[src/rtl/core/kvt_pkg.sv]
// Package for the key/value table with byte budget.
// Holds widths, op and status codes, the entry layout and the
// structs passed between the engine, the entry RAM and the top level.
package kvt_pkg;

    localparam int SLOTS     = 64;
    localparam int SLOT_BITS = $clog2(SLOTS);
    localparam int CNT_BITS  = $clog2(SLOTS + 1);
    localparam int KEY_BITS  = 64;
    localparam int SIZE_BITS = 24;
    localparam int OP_BITS   = 2;
    localparam int STAT_BITS = 3;
    localparam int CTR_BITS  = 32;

    // request kinds
    localparam logic [OP_BITS-1:0] OP_SET = 2'd0;
    localparam logic [OP_BITS-1:0] OP_GET = 2'd1;
    localparam logic [OP_BITS-1:0] OP_DEL = 2'd2;

    // status codes
    localparam logic [STAT_BITS-1:0] ST_OK        = 3'd0;
    localparam logic [STAT_BITS-1:0] ST_ZERO_SIZE = 3'd1;
    localparam logic [STAT_BITS-1:0] ST_OVER_BUDG = 3'd2;
    localparam logic [STAT_BITS-1:0] ST_FULL      = 3'd3;
    localparam logic [STAT_BITS-1:0] ST_NOT_FOUND = 3'd4;
    localparam logic [STAT_BITS-1:0] ST_BUF_SMALL = 3'd5;

    // one stored entry
    typedef struct packed {
        logic [KEY_BITS-1:0]  key;
        logic [SIZE_BITS-1:0] size;
        logic [SIZE_BITS-1:0] offset;
    } entry_t;

    typedef struct packed {
        logic                 en;
        logic [SLOT_BITS-1:0] addr;
    } ram_rd_t;

    typedef struct packed {
        logic                 en;
        logic [SLOT_BITS-1:0] addr;
        entry_t               data;
    } ram_wr_t;

    // one result item
    typedef struct packed {
        logic [CTR_BITS-1:0]  misses;
        logic [CTR_BITS-1:0]  hits;
        logic [CNT_BITS-1:0]  live_entries;
        logic [SIZE_BITS-1:0] bytes_in_use;
        logic [SIZE_BITS-1:0] value_length;
        logic [SIZE_BITS-1:0] value_offset;
        logic [SLOT_BITS-1:0] slot;
        logic                 found;
        logic [STAT_BITS-1:0] status;
    } result_t;

    localparam int RES_BITS  = $bits(result_t);
    localparam int M_DATA_W  = ((RES_BITS + 7) / 8) * 8;
    localparam int S_DATA_W  = ((KEY_BITS + SIZE_BITS + 7) / 8) * 8;

endpackage

[src/rtl/core/kvt_engine.sv]
// Request engine: scans the entry RAM for key match and first free slot,
// then executes set/get/delete and updates counters and valid bits.
// Depends on kvt_pkg and drives kvt_ram through its port structs.
module kvt_engine (
    input  logic                             aclk,
    input  logic                             aresetn,
    input  logic                             cfg_we,
    input  logic [kvt_pkg::SIZE_BITS-1:0]    cfg_wdata,
    input  logic                             req_valid,
    output logic                             req_ready,
    input  logic [kvt_pkg::OP_BITS-1:0]      req_op,
    input  logic [kvt_pkg::KEY_BITS-1:0]     req_key,
    input  logic [kvt_pkg::SIZE_BITS-1:0]    req_size,
    output logic                             res_valid,
    input  logic                             res_ready,
    output kvt_pkg::result_t                 res,
    output kvt_pkg::ram_rd_t                 ram_rd,
    input  kvt_pkg::entry_t                  ram_rdata,
    output kvt_pkg::ram_wr_t                 ram_wr
);

    typedef enum logic [1:0] {
        IDLE,
        SCAN,
        EXEC
    } state_t;

    state_t                          state_reg;
    logic [kvt_pkg::CNT_BITS-1:0]    cnt_reg;
    logic                            chk_vld_reg;
    logic [kvt_pkg::SLOT_BITS-1:0]   chk_idx_reg;
    logic [kvt_pkg::OP_BITS-1:0]     op_reg;
    logic [kvt_pkg::KEY_BITS-1:0]    key_reg;
    logic [kvt_pkg::SIZE_BITS-1:0]   size_reg;
    logic                            hit_reg;
    logic [kvt_pkg::SLOT_BITS-1:0]   hit_idx_reg;
    logic [kvt_pkg::SIZE_BITS-1:0]   hit_size_reg;
    logic [kvt_pkg::SIZE_BITS-1:0]   hit_off_reg;
    logic                            free_reg;
    logic [kvt_pkg::SLOT_BITS-1:0]   free_idx_reg;
    logic [kvt_pkg::SLOTS-1:0]       valid_reg;
    logic [kvt_pkg::SIZE_BITS-1:0]   used_reg;
    logic [kvt_pkg::CNT_BITS-1:0]    entries_reg;
    logic [kvt_pkg::CTR_BITS-1:0]    hits_reg;
    logic [kvt_pkg::CTR_BITS-1:0]    misses_reg;
    logic [kvt_pkg::SIZE_BITS-1:0]   budget_reg;

    logic [kvt_pkg::SIZE_BITS-1:0]   used_next;
    logic [kvt_pkg::CNT_BITS-1:0]    entries_next;
    logic [kvt_pkg::CTR_BITS-1:0]    hits_next;
    logic [kvt_pkg::CTR_BITS-1:0]    misses_next;
    logic                            set_valid;
    logic                            clr_valid;
    logic                            done;
    logic                            is_match;
    logic                            is_free;

    assign req_ready = (state_reg == IDLE);
    assign res_valid = (state_reg == EXEC);
    assign done      = res_valid && res_ready;

    // scan compare on the entry returned by the RAM
    assign is_match = chk_vld_reg && valid_reg[chk_idx_reg] && (ram_rdata.key == key_reg);
    assign is_free  = chk_vld_reg && !valid_reg[chk_idx_reg];

    // read address sweep
    always_comb begin
        ram_rd.en   = (state_reg == SCAN) && (cnt_reg < kvt_pkg::CNT_BITS'(kvt_pkg::SLOTS));
        ram_rd.addr = cnt_reg[kvt_pkg::SLOT_BITS-1:0];
    end

    // request execution from scan results
    always_comb begin
        logic [kvt_pkg::SIZE_BITS+1:0] grow_sum;
        logic [kvt_pkg::SIZE_BITS:0]   new_sum;
        logic [kvt_pkg::SIZE_BITS+1:0] budget_x;

        grow_sum = {2'b00, used_reg} + {2'b00, size_reg} - {2'b00, hit_size_reg};
        new_sum  = {1'b0, used_reg} + {1'b0, size_reg};
        budget_x = {2'b00, budget_reg};

        res.status       = kvt_pkg::ST_OK;
        res.found        = hit_reg;
        res.slot         = hit_reg ? hit_idx_reg : '0;
        res.value_offset = hit_reg ? hit_off_reg : '0;
        res.value_length = hit_reg ? hit_size_reg : '0;
        used_next        = used_reg;
        entries_next     = entries_reg;
        hits_next        = hits_reg;
        misses_next      = misses_reg;
        set_valid        = 1'b0;
        clr_valid        = 1'b0;
        ram_wr.en        = 1'b0;
        ram_wr.addr      = hit_idx_reg;
        ram_wr.data.key    = key_reg;
        ram_wr.data.size   = size_reg;
        ram_wr.data.offset = hit_off_reg;

        case (op_reg)
            kvt_pkg::OP_SET: begin
                if (size_reg == '0) begin
                    res.status = kvt_pkg::ST_ZERO_SIZE;
                end else if (hit_reg) begin
                    if ((size_reg > hit_size_reg) && (grow_sum > budget_x)) begin
                        res.status = kvt_pkg::ST_OVER_BUDG;
                    end else begin
                        if (size_reg > hit_size_reg) begin
                            used_next = grow_sum[kvt_pkg::SIZE_BITS-1:0];
                        end
                        res.value_length = size_reg;
                        ram_wr.en        = 1'b1;
                    end
                end else if ({1'b0, new_sum} > budget_x) begin
                    res.status = kvt_pkg::ST_OVER_BUDG;
                end else if (!free_reg) begin
                    res.status = kvt_pkg::ST_FULL;
                end else begin
                    // allocate at the current end of used storage
                    res.slot           = free_idx_reg;
                    res.value_offset   = used_reg;
                    res.value_length   = size_reg;
                    ram_wr.en          = 1'b1;
                    ram_wr.addr        = free_idx_reg;
                    ram_wr.data.offset = used_reg;
                    used_next          = new_sum[kvt_pkg::SIZE_BITS-1:0];
                    entries_next       = entries_reg + 1'b1;
                    set_valid          = 1'b1;
                end
            end
            kvt_pkg::OP_GET: begin
                if (!hit_reg) begin
                    res.status  = kvt_pkg::ST_NOT_FOUND;
                    misses_next = misses_reg + 1'b1;
                end else if (size_reg < hit_size_reg) begin
                    res.status = kvt_pkg::ST_BUF_SMALL;
                end else begin
                    hits_next = hits_reg + 1'b1;
                end
            end
            kvt_pkg::OP_DEL: begin
                if (!hit_reg) begin
                    res.status = kvt_pkg::ST_NOT_FOUND;
                end else begin
                    used_next        = (used_reg >= hit_size_reg) ? used_reg - hit_size_reg : '0;
                    entries_next     = (entries_reg != '0) ? entries_reg - 1'b1 : entries_reg;
                    clr_valid        = 1'b1;
                    res.value_length = '0;
                end
            end
            default: begin
                res.status       = kvt_pkg::ST_NOT_FOUND;
                res.found        = 1'b0;
                res.slot         = '0;
                res.value_offset = '0;
                res.value_length = '0;
            end
        endcase

        ram_wr.en        = ram_wr.en && done;
        res.bytes_in_use = used_next;
        res.live_entries = entries_next;
        res.hits         = hits_next;
        res.misses       = misses_next;
    end

    // sequencer, scan bookkeeping and table state
    always_ff @(posedge aclk) begin
        if (!aresetn) begin
            state_reg   <= IDLE;
            cnt_reg     <= '0;
            chk_vld_reg <= 1'b0;
            valid_reg   <= '0;
            used_reg    <= '0;
            entries_reg <= '0;
            hits_reg    <= '0;
            misses_reg  <= '0;
            budget_reg  <= '0;
        end else begin
            if (cfg_we) begin
                budget_reg <= cfg_wdata;
            end
            chk_vld_reg <= ram_rd.en;
            chk_idx_reg <= ram_rd.addr;
            case (state_reg)
                IDLE: begin
                    if (req_valid) begin
                        op_reg    <= req_op;
                        key_reg   <= req_key;
                        size_reg  <= req_size;
                        hit_reg   <= 1'b0;
                        free_reg  <= 1'b0;
                        cnt_reg   <= '0;
                        state_reg <= SCAN;
                    end
                end
                SCAN: begin
                    if (is_match && !hit_reg) begin
                        hit_reg      <= 1'b1;
                        hit_idx_reg  <= chk_idx_reg;
                        hit_size_reg <= ram_rdata.size;
                        hit_off_reg  <= ram_rdata.offset;
                    end
                    if (is_free && !free_reg) begin
                        free_reg     <= 1'b1;
                        free_idx_reg <= chk_idx_reg;
                    end
                    if (cnt_reg == kvt_pkg::CNT_BITS'(kvt_pkg::SLOTS)) begin
                        state_reg <= EXEC;
                    end else begin
                        cnt_reg <= cnt_reg + 1'b1;
                    end
                end
                EXEC: begin
                    if (done) begin
                        used_reg    <= used_next;
                        entries_reg <= entries_next;
                        hits_reg    <= hits_next;
                        misses_reg  <= misses_next;
                        if (set_valid) begin
                            valid_reg[free_idx_reg] <= 1'b1;
                        end
                        if (clr_valid) begin
                            valid_reg[hit_idx_reg] <= 1'b0;
                        end
                        state_reg <= IDLE;
                    end
                end
                default: begin
                    state_reg <= IDLE;
                end
            endcase
        end
    end

endmodule

[config.mk]
export PLATFORM = sky130hd
export DESIGN_NAME = kvt_engine
export DESIGN_NICKNAME = d
export VERILOG_FILES = /design/src/rtl/core/kvt_pkg.sv /design/src/rtl/core/kvt_engine.sv
export SDC_FILE = /design/constraint.sdc
export NUM_CORES = 1
export LEC_CHECK = 0
export ABC_AREA = 1
export BUFFER_PORTS_ARGS = -buffer_cell sky130_fd_sc_hd__buf_4
export CORE_ASPECT_RATIO = 2
export CORE_UTILIZATION = 41
export CTS_CLUSTER_DIAMETER = 40
export DETAILED_ROUTE_END_ITERATION = 10
export SKIP_LAST_GASP = 1
export SYNTH_ARGS = -nofsm -noshare
export SYNTH_HDL_FRONTEND = slang
export SYNTH_SLANG_ARGS = --single-unit
[constraint.sdc]
create_clock -name aclk -period 8.95 [get_ports aclk]
set_input_delay 1.3425 -clock aclk [delete_from_list [all_inputs] [get_ports aclk]]
set_output_delay 1.3425 -clock aclk [all_outputs]
set_load 0.02 [all_outputs]
==> summary by stage, run 1 <==
Synthesis
The post-synthesis instance area is 25500 um2. Synthesis produced about 3500 cells. The number of enable flip-flop cells after synthesis is approximately 160. The post-synthesis sequential area ratio is about a third. The number of distinct library cells after synthesis is 70. After synthesis, the largest family of logic cells by area is simple AND/OR/NAND/NOR gates. Counting every net in the synthesized netlist gives around 3900. In the post-synthesis netlist, the biggest area contributors are edfxtp_1 19%, dfxtp_1 15%, nand2_1 9.5%. Multiplexer cells account for 0% of the synthesized area. Summing the areas of all compound-gate instances in the mapped netlist gives 19.5% of the synthesized area. For this run, asynchronously set or reset flops after synthesis account for 0%.

The adder and majority cell fraction of the synthesized area is approximately a tenth. The count of warnings emitted by yosys is 0. In this run, synthesis produced a sequential element count of approximately 350. The most area-hungry cell type in the Yosys netlist is edfxtp_1. For this run, the leading register cell type out of synthesis is dfxtp_1.

The synthesized area divided by synthesized cell count is 7.26 um2. Summed over its instances, the top area cell type makes up a little under a fifth of the synthesized netlist area. Summing the areas of all and, or, nand and nor instances in the mapped netlist gives between 20% and 30% of the synthesized area.

The xor/xnor cell area share of the yosys netlist is ~4.8%.

STA
The clock skew after layout is approximately 0.044 ns. Derived from the worst setup path, the maximum achievable clock frequency is approximately 120 MHz. The slew at the pin closest to its max-slew limit is around 1.4 ns. The final hold violation count is 0. The worst relative slew slack is roughly 3.6%. The worst hold slack after final layout is about 0.45 ns. The minimum setup slack in the final design is about 0.35 ns. The fraction of the cycle the final worst path needs is ~96%. Setup violations remaining at the end of the flow were counted as 0. In the final timing run, aggregate negative setup slack is 0 ns. Setup repair after global routing left no endpoint under its margin. The max-slew violation count is 0. The clock period minus final worst setup slack is approximately 8.6 ns.

Critical path
The endpoint of the most critical setup path is res[72]. The worst register-to-register path begins at used_reg[8]$_SDFFE_PN0P_. The endpoint of the lowest-slack register-to-register path is used_reg[22]$_SDFFE_PN0P_. STA puts the critical path data required time at ~7.6 ns. The internal reg-to-reg setup slack is between 2 and 2.5 ns. In this run the worst path has a maximum fanout of 16. For the worst flop-to-flop path, the logic depth is 26. STA classifies the critical path startpoint as a flop.

The worst setup path startpoint is used_reg[8]$_SDFFE_PN0P_. The critical path start-end classification is reg -> out. Data arrives at the worst endpoint at ~7.3 ns.

The worst setup path is captured at an output pin.

Route
In this run the remaining antenna-violating nets after routing total 0. For this run, design rule violations remaining after detail routing come to 0. The detailed router finished its first iteration with between 2000 and 2500 violations. After detailed routing, the average wire length per cell comes to 26.5 um. After detailed routing, the number of vias per cell comes to 5.70. For this block, the via count after detailed routing is roughly 27000.

For this run, the detailed router's first-pass iteration total came to 8. The total wire length is 128 mm.

Layout
Across the whole layout, storage elements account for 8610 um2. At the end of the flow the core is filled with cells to between 50% and 60%. Cells with a size suffix above 1 make up around 18% of the layout.

The area growth from synthesis to layout is 24.0%. The most common cell after layout, fill and taps aside is nand2_1. Summing all multi-input logic gate instances after layout gives between 10000 and 15000 um2. In the layout the commonest cells are 648 x nand2_1, 556 x inv_1, 555 x buf_4.

The count of non-filler cells in the finished layout is 4815. The final-layout fill cell count is about 6200. For this run, the post-layout net count is roughly 4400. Summing all non-filler instances in the final layout gives an area of roughly 32000 um2.

Global routing
The met1 track demand over resource in global routing is about 36%. The total overflow left after global routing is 0. The via count of the first global-routing pass came to between 20000 and 30000. The first global-routing pass estimated approximately 180 mm of wire.

The layer carrying the most global-route usage is met2. Global routing consumed, over all layers together, about 40% of the routing resources. The met3 usage in global routing is a little under an eighth. The number of antenna violations at the first check in global routing is 10. Entering global routing, the biggest net connects 96 pins. The met2 layer usage reported by global route is slightly below 70%.

Placed design
The worst slack after detailed placement is approximately 1.3 ns. The cell count after placement is between 4000 and 5000. At the end of routability-driven placement, the weighted congestion stood at around 1.1. In this run the cell area measured after placement is 30100 um2. The placed wire-length estimate after detailed placement is ~100 mm. The number of I/O port buffers is between 500 and 600.

CTS
CTS placed an instance of clkbuf_16 at the clock tree root. The later-pin clock latency in the skew report is roughly 0.64 ns. The post-CTS resize count is 0. The number of levels in the clock H-tree is 2. The CTS tree is yes. Clock-pin slew was measured on the worst setup and hold paths at ~0.070 ns. The number of buffers inserted to repair setup after CTS is 0. Clock tree synthesis inserted a total of 45 buffers. Buffers inserted to repair hold after CTS numbered 0. The clock net sink count is approximately 350.

The clock passes through at most 3 buffers.

Job
The max-capacitance violation count is 0.

Pwr
The worst-case vdd ir drop is roughly 0.16 mV. In this run the static leakage power is roughly 15 nW. For this design the ratio of total power to cell area is around 160 nW/um2. The overall power after layout is 4.96 mW.

Floorplanning
For this configuration, the core starts out at a cell density of around two fifths. From bottom edge to top edge, the die measures 355 um. The die covers ~63000 um2. The total area inside the core boundary comes to ~60000 um2. The initialized floorplan defines about 130 standard-cell rows. The overall die width is between 150 and 200 um.

For this design the top-level I/O count stands at 512.

Run status
The flow ran to the end, and the final reports show no timing, DRC or antenna violations.

Worst hold path
The type of the worst min-delay path is reg -> reg.
## metal layers
layer	wire, um	part of all wire, %
met5	45	0.035
met4	15000	12
met3	10400	8.1
met2	62700	49
met1	39500	31
## area by class of cell
cell class | instances | area share (%)
antenna | 8 | 0.0632
inverter | 573 | 6.80
clock inverter | 31 | 1.12
sequential | 351 | 27.2
clock buffer | 53 | 3.78
multi-input combinational | 2458 | 44.8
tap | 786 | 3.11
timing repair buffer | 555 | 13.2
## synth_stat cells, types with 7 or more instances
library cell	count
nor2_2	14
nand2_1	649
buf_6	8
o22ai_1	78
inv_1	558
nor3_1	54
a221oi_1	11
edfxtp_1	158
a21oi_1	340
nand3_2	8
nor4_1	14
a31oi_1	7
buf_2	11
nand2_2	8
nand3_1	227
dfxtp_1	193
o21ai_1	16
buf_4	8
inv_2	9
clkbuf_1	102
ha_1	155
o21ai_0	370
fa_1	26
xor2_1	106
xnor2_1	32
o21bai_1	27
nand4_1	47
a211oi_1	9
nor2_1	168
## critical path, cell delays in order, from the launching register on
cell and delay, ns:
dfxtp_1 0.61, inv_1 0.44, fa_1 0.61, inv_1 0.04, ha_1 0.34, nand2_1 0.13
nor2_1 0.17, nand3_1 0.13, nand3_2 0.17, a21oi_1 0.13, nor2_1 0.10, nor2_1 0.05
xnor2_1 0.74, ha_1 0.25, nand4_1 0.15, nor4_1 0.60, nand4_2 0.25, nand2_4 0.27
nand3_1 0.56, nand3_1 0.27, nand2_1 0.07, nand2_1 0.06, nand2_1 0.09, nand3_1 0.17
buf_4 0.18
## worst min path at each step
stage               depth (start not counted)  slack, ns                    endpoint                       start
floorplan                                   2       0.43  valid_reg[36]$_SDFFE_PN0P_  valid_reg[36]$_SDFFE_PN0P_
global placement                            2       0.43  valid_reg[20]$_SDFFE_PN0P_  valid_reg[20]$_SDFFE_PN0P_
detailed placement                          2       0.44  valid_reg[40]$_SDFFE_PN0P_  valid_reg[40]$_SDFFE_PN0P_
CTS                                         2       0.45  valid_reg[40]$_SDFFE_PN0P_  valid_reg[40]$_SDFFE_PN0P_
global route                                2       0.47  valid_reg[20]$_SDFFE_PN0P_  valid_reg[20]$_SDFFE_PN0P_
finish                                      2       0.45  valid_reg[40]$_SDFFE_PN0P_  valid_reg[40]$_SDFFE_PN0P_
## kinds of logic after synthesis
kind of cell / Yosys count
compound gates: 910
xor+xnor: 139
fa+ha+maj: 181
buf+inv: 709
flops: 351
simple gates: 1228
## power breakdown
group	total (mW)	leakage [nW]	switching (mW)	internal [mW]
Clock	1.93	0.760	0.829	1.10
Sequential	1.79	3.02	0.0613	1.73
Combinational	1.24	11.4	0.829	0.408
Note: power is estimated with default switching activity, not from simulation.
==> run 2: changes to the inputs <==
- CORE_UTILIZATION: 41 -> 40
- PLACE_DENSITY: unset -> 0.65
==> run 2 against run 1 <==
Compared with the run above: die area up 2.5%; count of clock-buffer cells in the layout down 2; highest routed layer unchanged; sequential share of layout area about the same.
==> summary by stage, run 2 (synthesis gave the netlist of run 1 again) <==
Global routing
Entering global routing, the biggest net connects just over 90 pins. The first-pass GRT wire length is between 150 and 200 mm. The number of antenna violations at the first check in global routing came to 4. Global routing used 38.9% of the available tracks.

The via count of the first global-routing pass was between 20000 and 30000. The total global routing overflow is 0.

Route
After detailed routing, the average wire length per cell comes to 26.7 um. The first detailed-routing pass ran for 8 iterations. After detailed routing, the number of vias per cell comes to a little under 6.

Across all layers, the routed design uses between 20000 and 30000 vias. The total wire length is 128 mm. The detailed router finished its first iteration with ~2300 violations. The number of nets still failing antenna checks after routing is 0. For this run, design rule violations remaining after detail routing come to 0.

Placed design
The global placer's final weighted congestion is between 1 and 1.5. The number of I/O port buffers is 511. The placed instances occupy a cell area of between 30000 and 40000 um2. Detailed placement finished with a half-perimeter wire length of around 98 mm.

CTS
After clock tree synthesis, the clock-pin slew on the worst setup and hold paths is around 0.07 ns. TritonCTS built the clock tree. Clock tree synthesis inserted a total of 43 buffers. The clock reaches the later pin of the worst-skew pair after between 0.6 and 0.7 ns. CTS built an H-tree with a depth of 2. The clock net sink count is ~350. The cell sitting at the root of the clock tree is a clkbuf_16.

In this run the post-CTS setup repair buffer count came out at 0. No sink is reached through more buffers than the 3 on the longest clock path.

Layout
The area of all placed cells without fillers is around 32000 um2. Counting the fill cells in the layout gives roughly 6300. The area growth from synthesis to layout is 23.8%. The top cell types in the final layout, fill and taps aside, are 648 x nand2_1, 556 x inv_1, 547 x buf_4.

The library cell used most frequently in the layout, excluding fill and tap cells, is nand2_1. The total area of multi-input combinational cells is about 14000 um2. The final core utilization is approximately half.

The number of nets in the layout is between 4000 and 5000. Across the whole layout, storage elements account for approximately 8600 um2. In the final layout, the share of cells above drive strength 1 is around 18%.

Critical path
The worst register-to-register path begins at used_reg[8]$_SDFFE_PN0P_. The critical path start-end classification is reg -> out. In this run the worst path has a maximum fanout of 16. The element type at the critical path end is an output pin.

For this run, the slowest stage of the critical path takes around 0.76 ns. In this run the worst setup path begins at used_reg[8]$_SDFFE_PN0P_. STA puts the critical path data arrival time at around 7.3 ns. At the worst endpoint, the required time is 7.61 ns. For this design, the slowest cell found on the critical path is xnor2_1. The cell occurring most often along the worst timing path is nand2_1. STA classifies the critical path startpoint as a flop. The endpoint of the lowest-slack register-to-register path is used_reg[22]$_SDFFE_PN0P_. The number of cells on the worst reg-to-reg path is 29. The critical path ends at res[80]. Across all register-to-register paths, the minimum setup slack is roughly 2.2 ns.

STA
The clock skew after layout is between 0.02 and 0.03 ns. The worst path uses between 90% and 100% of the clock period. Summed over all failing endpoints, the final setup total negative slack is 0 ns. The number of endpoints failing setup at the final stage is 0. Setup repair after global routing left no endpoint under its margin. Measured against its own limit, the worst slew margin works out to 6.64%. For the pin with the worst max-slew slack, the measured transition is roughly 1.4 ns. The tightest hold path in the finished design has a slack of 0.449 ns.

The max-slew violation count came to 0. The final hold violation count was 0. The highest achievable clock rate is between 100 and 150 MHz. The clock period minus final worst setup slack is between 8 and 9 ns.

Floorplanning
The floorplan has 130 rows. The floorplan step set the die height to between 300 and 400 um. The floorplan core area is between 60000 and 70000 um2.

The area enclosed by the die boundary is between 60000 and 70000 um2. The initial utilization of the core area, before any placement, comes to 40.6%. The number of ports placed on the die boundary is roughly 500. The overall die width is around 180 um.

Pwr
The worst-case vdd ir drop is 0.182 mV. In this run the static leakage power is between 15 and 20 nW. Summing internal, switching and leakage power gives 4.96 mW. The total power density per cell area is approximately 160 nW/um2.

Job
Across the run, the number of max-cap violations was 0.

Worst hold path
The type of the worst min-delay path is reg -> reg.

Run status
The flow ran to the end, and the final reports show no timing, DRC or antenna violations.
==> run 2: report_power, final <==
| part | switching [mW] | total [mW] | leakage, nW | internal [mW] |
|---|---|---|---|---|
| logic | 0.821 | 1.23 | 11.3 | 0.405 |
| clock network | 0.824 | 1.93 | 0.742 | 1.11 |
| registers | 0.0675 | 1.80 | 3.02 | 1.73 |
| total | 1.71 | 4.96 | 15.1 | 3.25 |
==> run 2: worst min path at each step <==
stage	from	to	slack, ns	cells after the start
2_1_floorplan	valid_reg[36]$_SDFFE_PN0P_	valid_reg[36]$_SDFFE_PN0P_	0.43	2
3_3_place_gp	valid_reg[36]$_SDFFE_PN0P_	valid_reg[36]$_SDFFE_PN0P_	0.43	2
3_5_place_dp	valid_reg[36]$_SDFFE_PN0P_	valid_reg[36]$_SDFFE_PN0P_	0.44	2
4_1_cts	valid_reg[36]$_SDFFE_PN0P_	valid_reg[36]$_SDFFE_PN0P_	0.45	2
5_1_grt	valid_reg[17]$_SDFFE_PN0P_	valid_reg[17]$_SDFFE_PN0P_	0.47	2
6_report	valid_reg[10]$_SDFFE_PN0P_	valid_reg[10]$_SDFFE_PN0P_	0.45	2
==> run 2: area by class of cell <==
class / instances / area share (%)
multi-input cells: 2458 / 44.9
well taps: 792 / 3.13
clock buffers: 51 / 3.59
inverters: 573 / 6.81
flip-flops and latches: 351 / 27.2
repair buffers: 547 / 13.0
diodes: 5 / 0.0396
clock inverters: 28 / 1.29
==> run 2: stage by stage <==
step / instances / setup WS, ns
floorplan: 3518 / 2.84
global placement: 4721 / 0.787
detailed placement: 4721 / 0.788
CTS: 4800 / 0.161
global route: 4801 / 0.117
finish: 4805 / 0.295
==> run 2: repair_timing <==
item	CTS	global route
gates resized for setup	0	3
hold buffers	0	0
endpoints found under the setup margin	0	22
==> run 2: worst max-delay path: cells and delay by family, from the launching register on <==
| kind | cells | cell delay (ns) |
|---|---|---|
| and+or+nand+nor | 17 | 2.48 |
| adders and majority gates | 3 | 1.37 |
| buffers and inverters | 4 | 0.93 |
| xor gates and xnor gates | 1 | 0.76 |
| DFF | 1 | 0.61 |
| AOI/OAI and AO/OA | 3 | 0.51 |
==> run 2: routing by layer <==
layer	GRT usage, %	vias up	share of wire, %	wire, um
li1	-	12716	-	-
met3	11.2	562	9.6	12300
met4	39.2	4	12	15000
met1	36.9	12867	31	39900
met2	65.9	1622	48	61000
met5	0	-	0.025	32
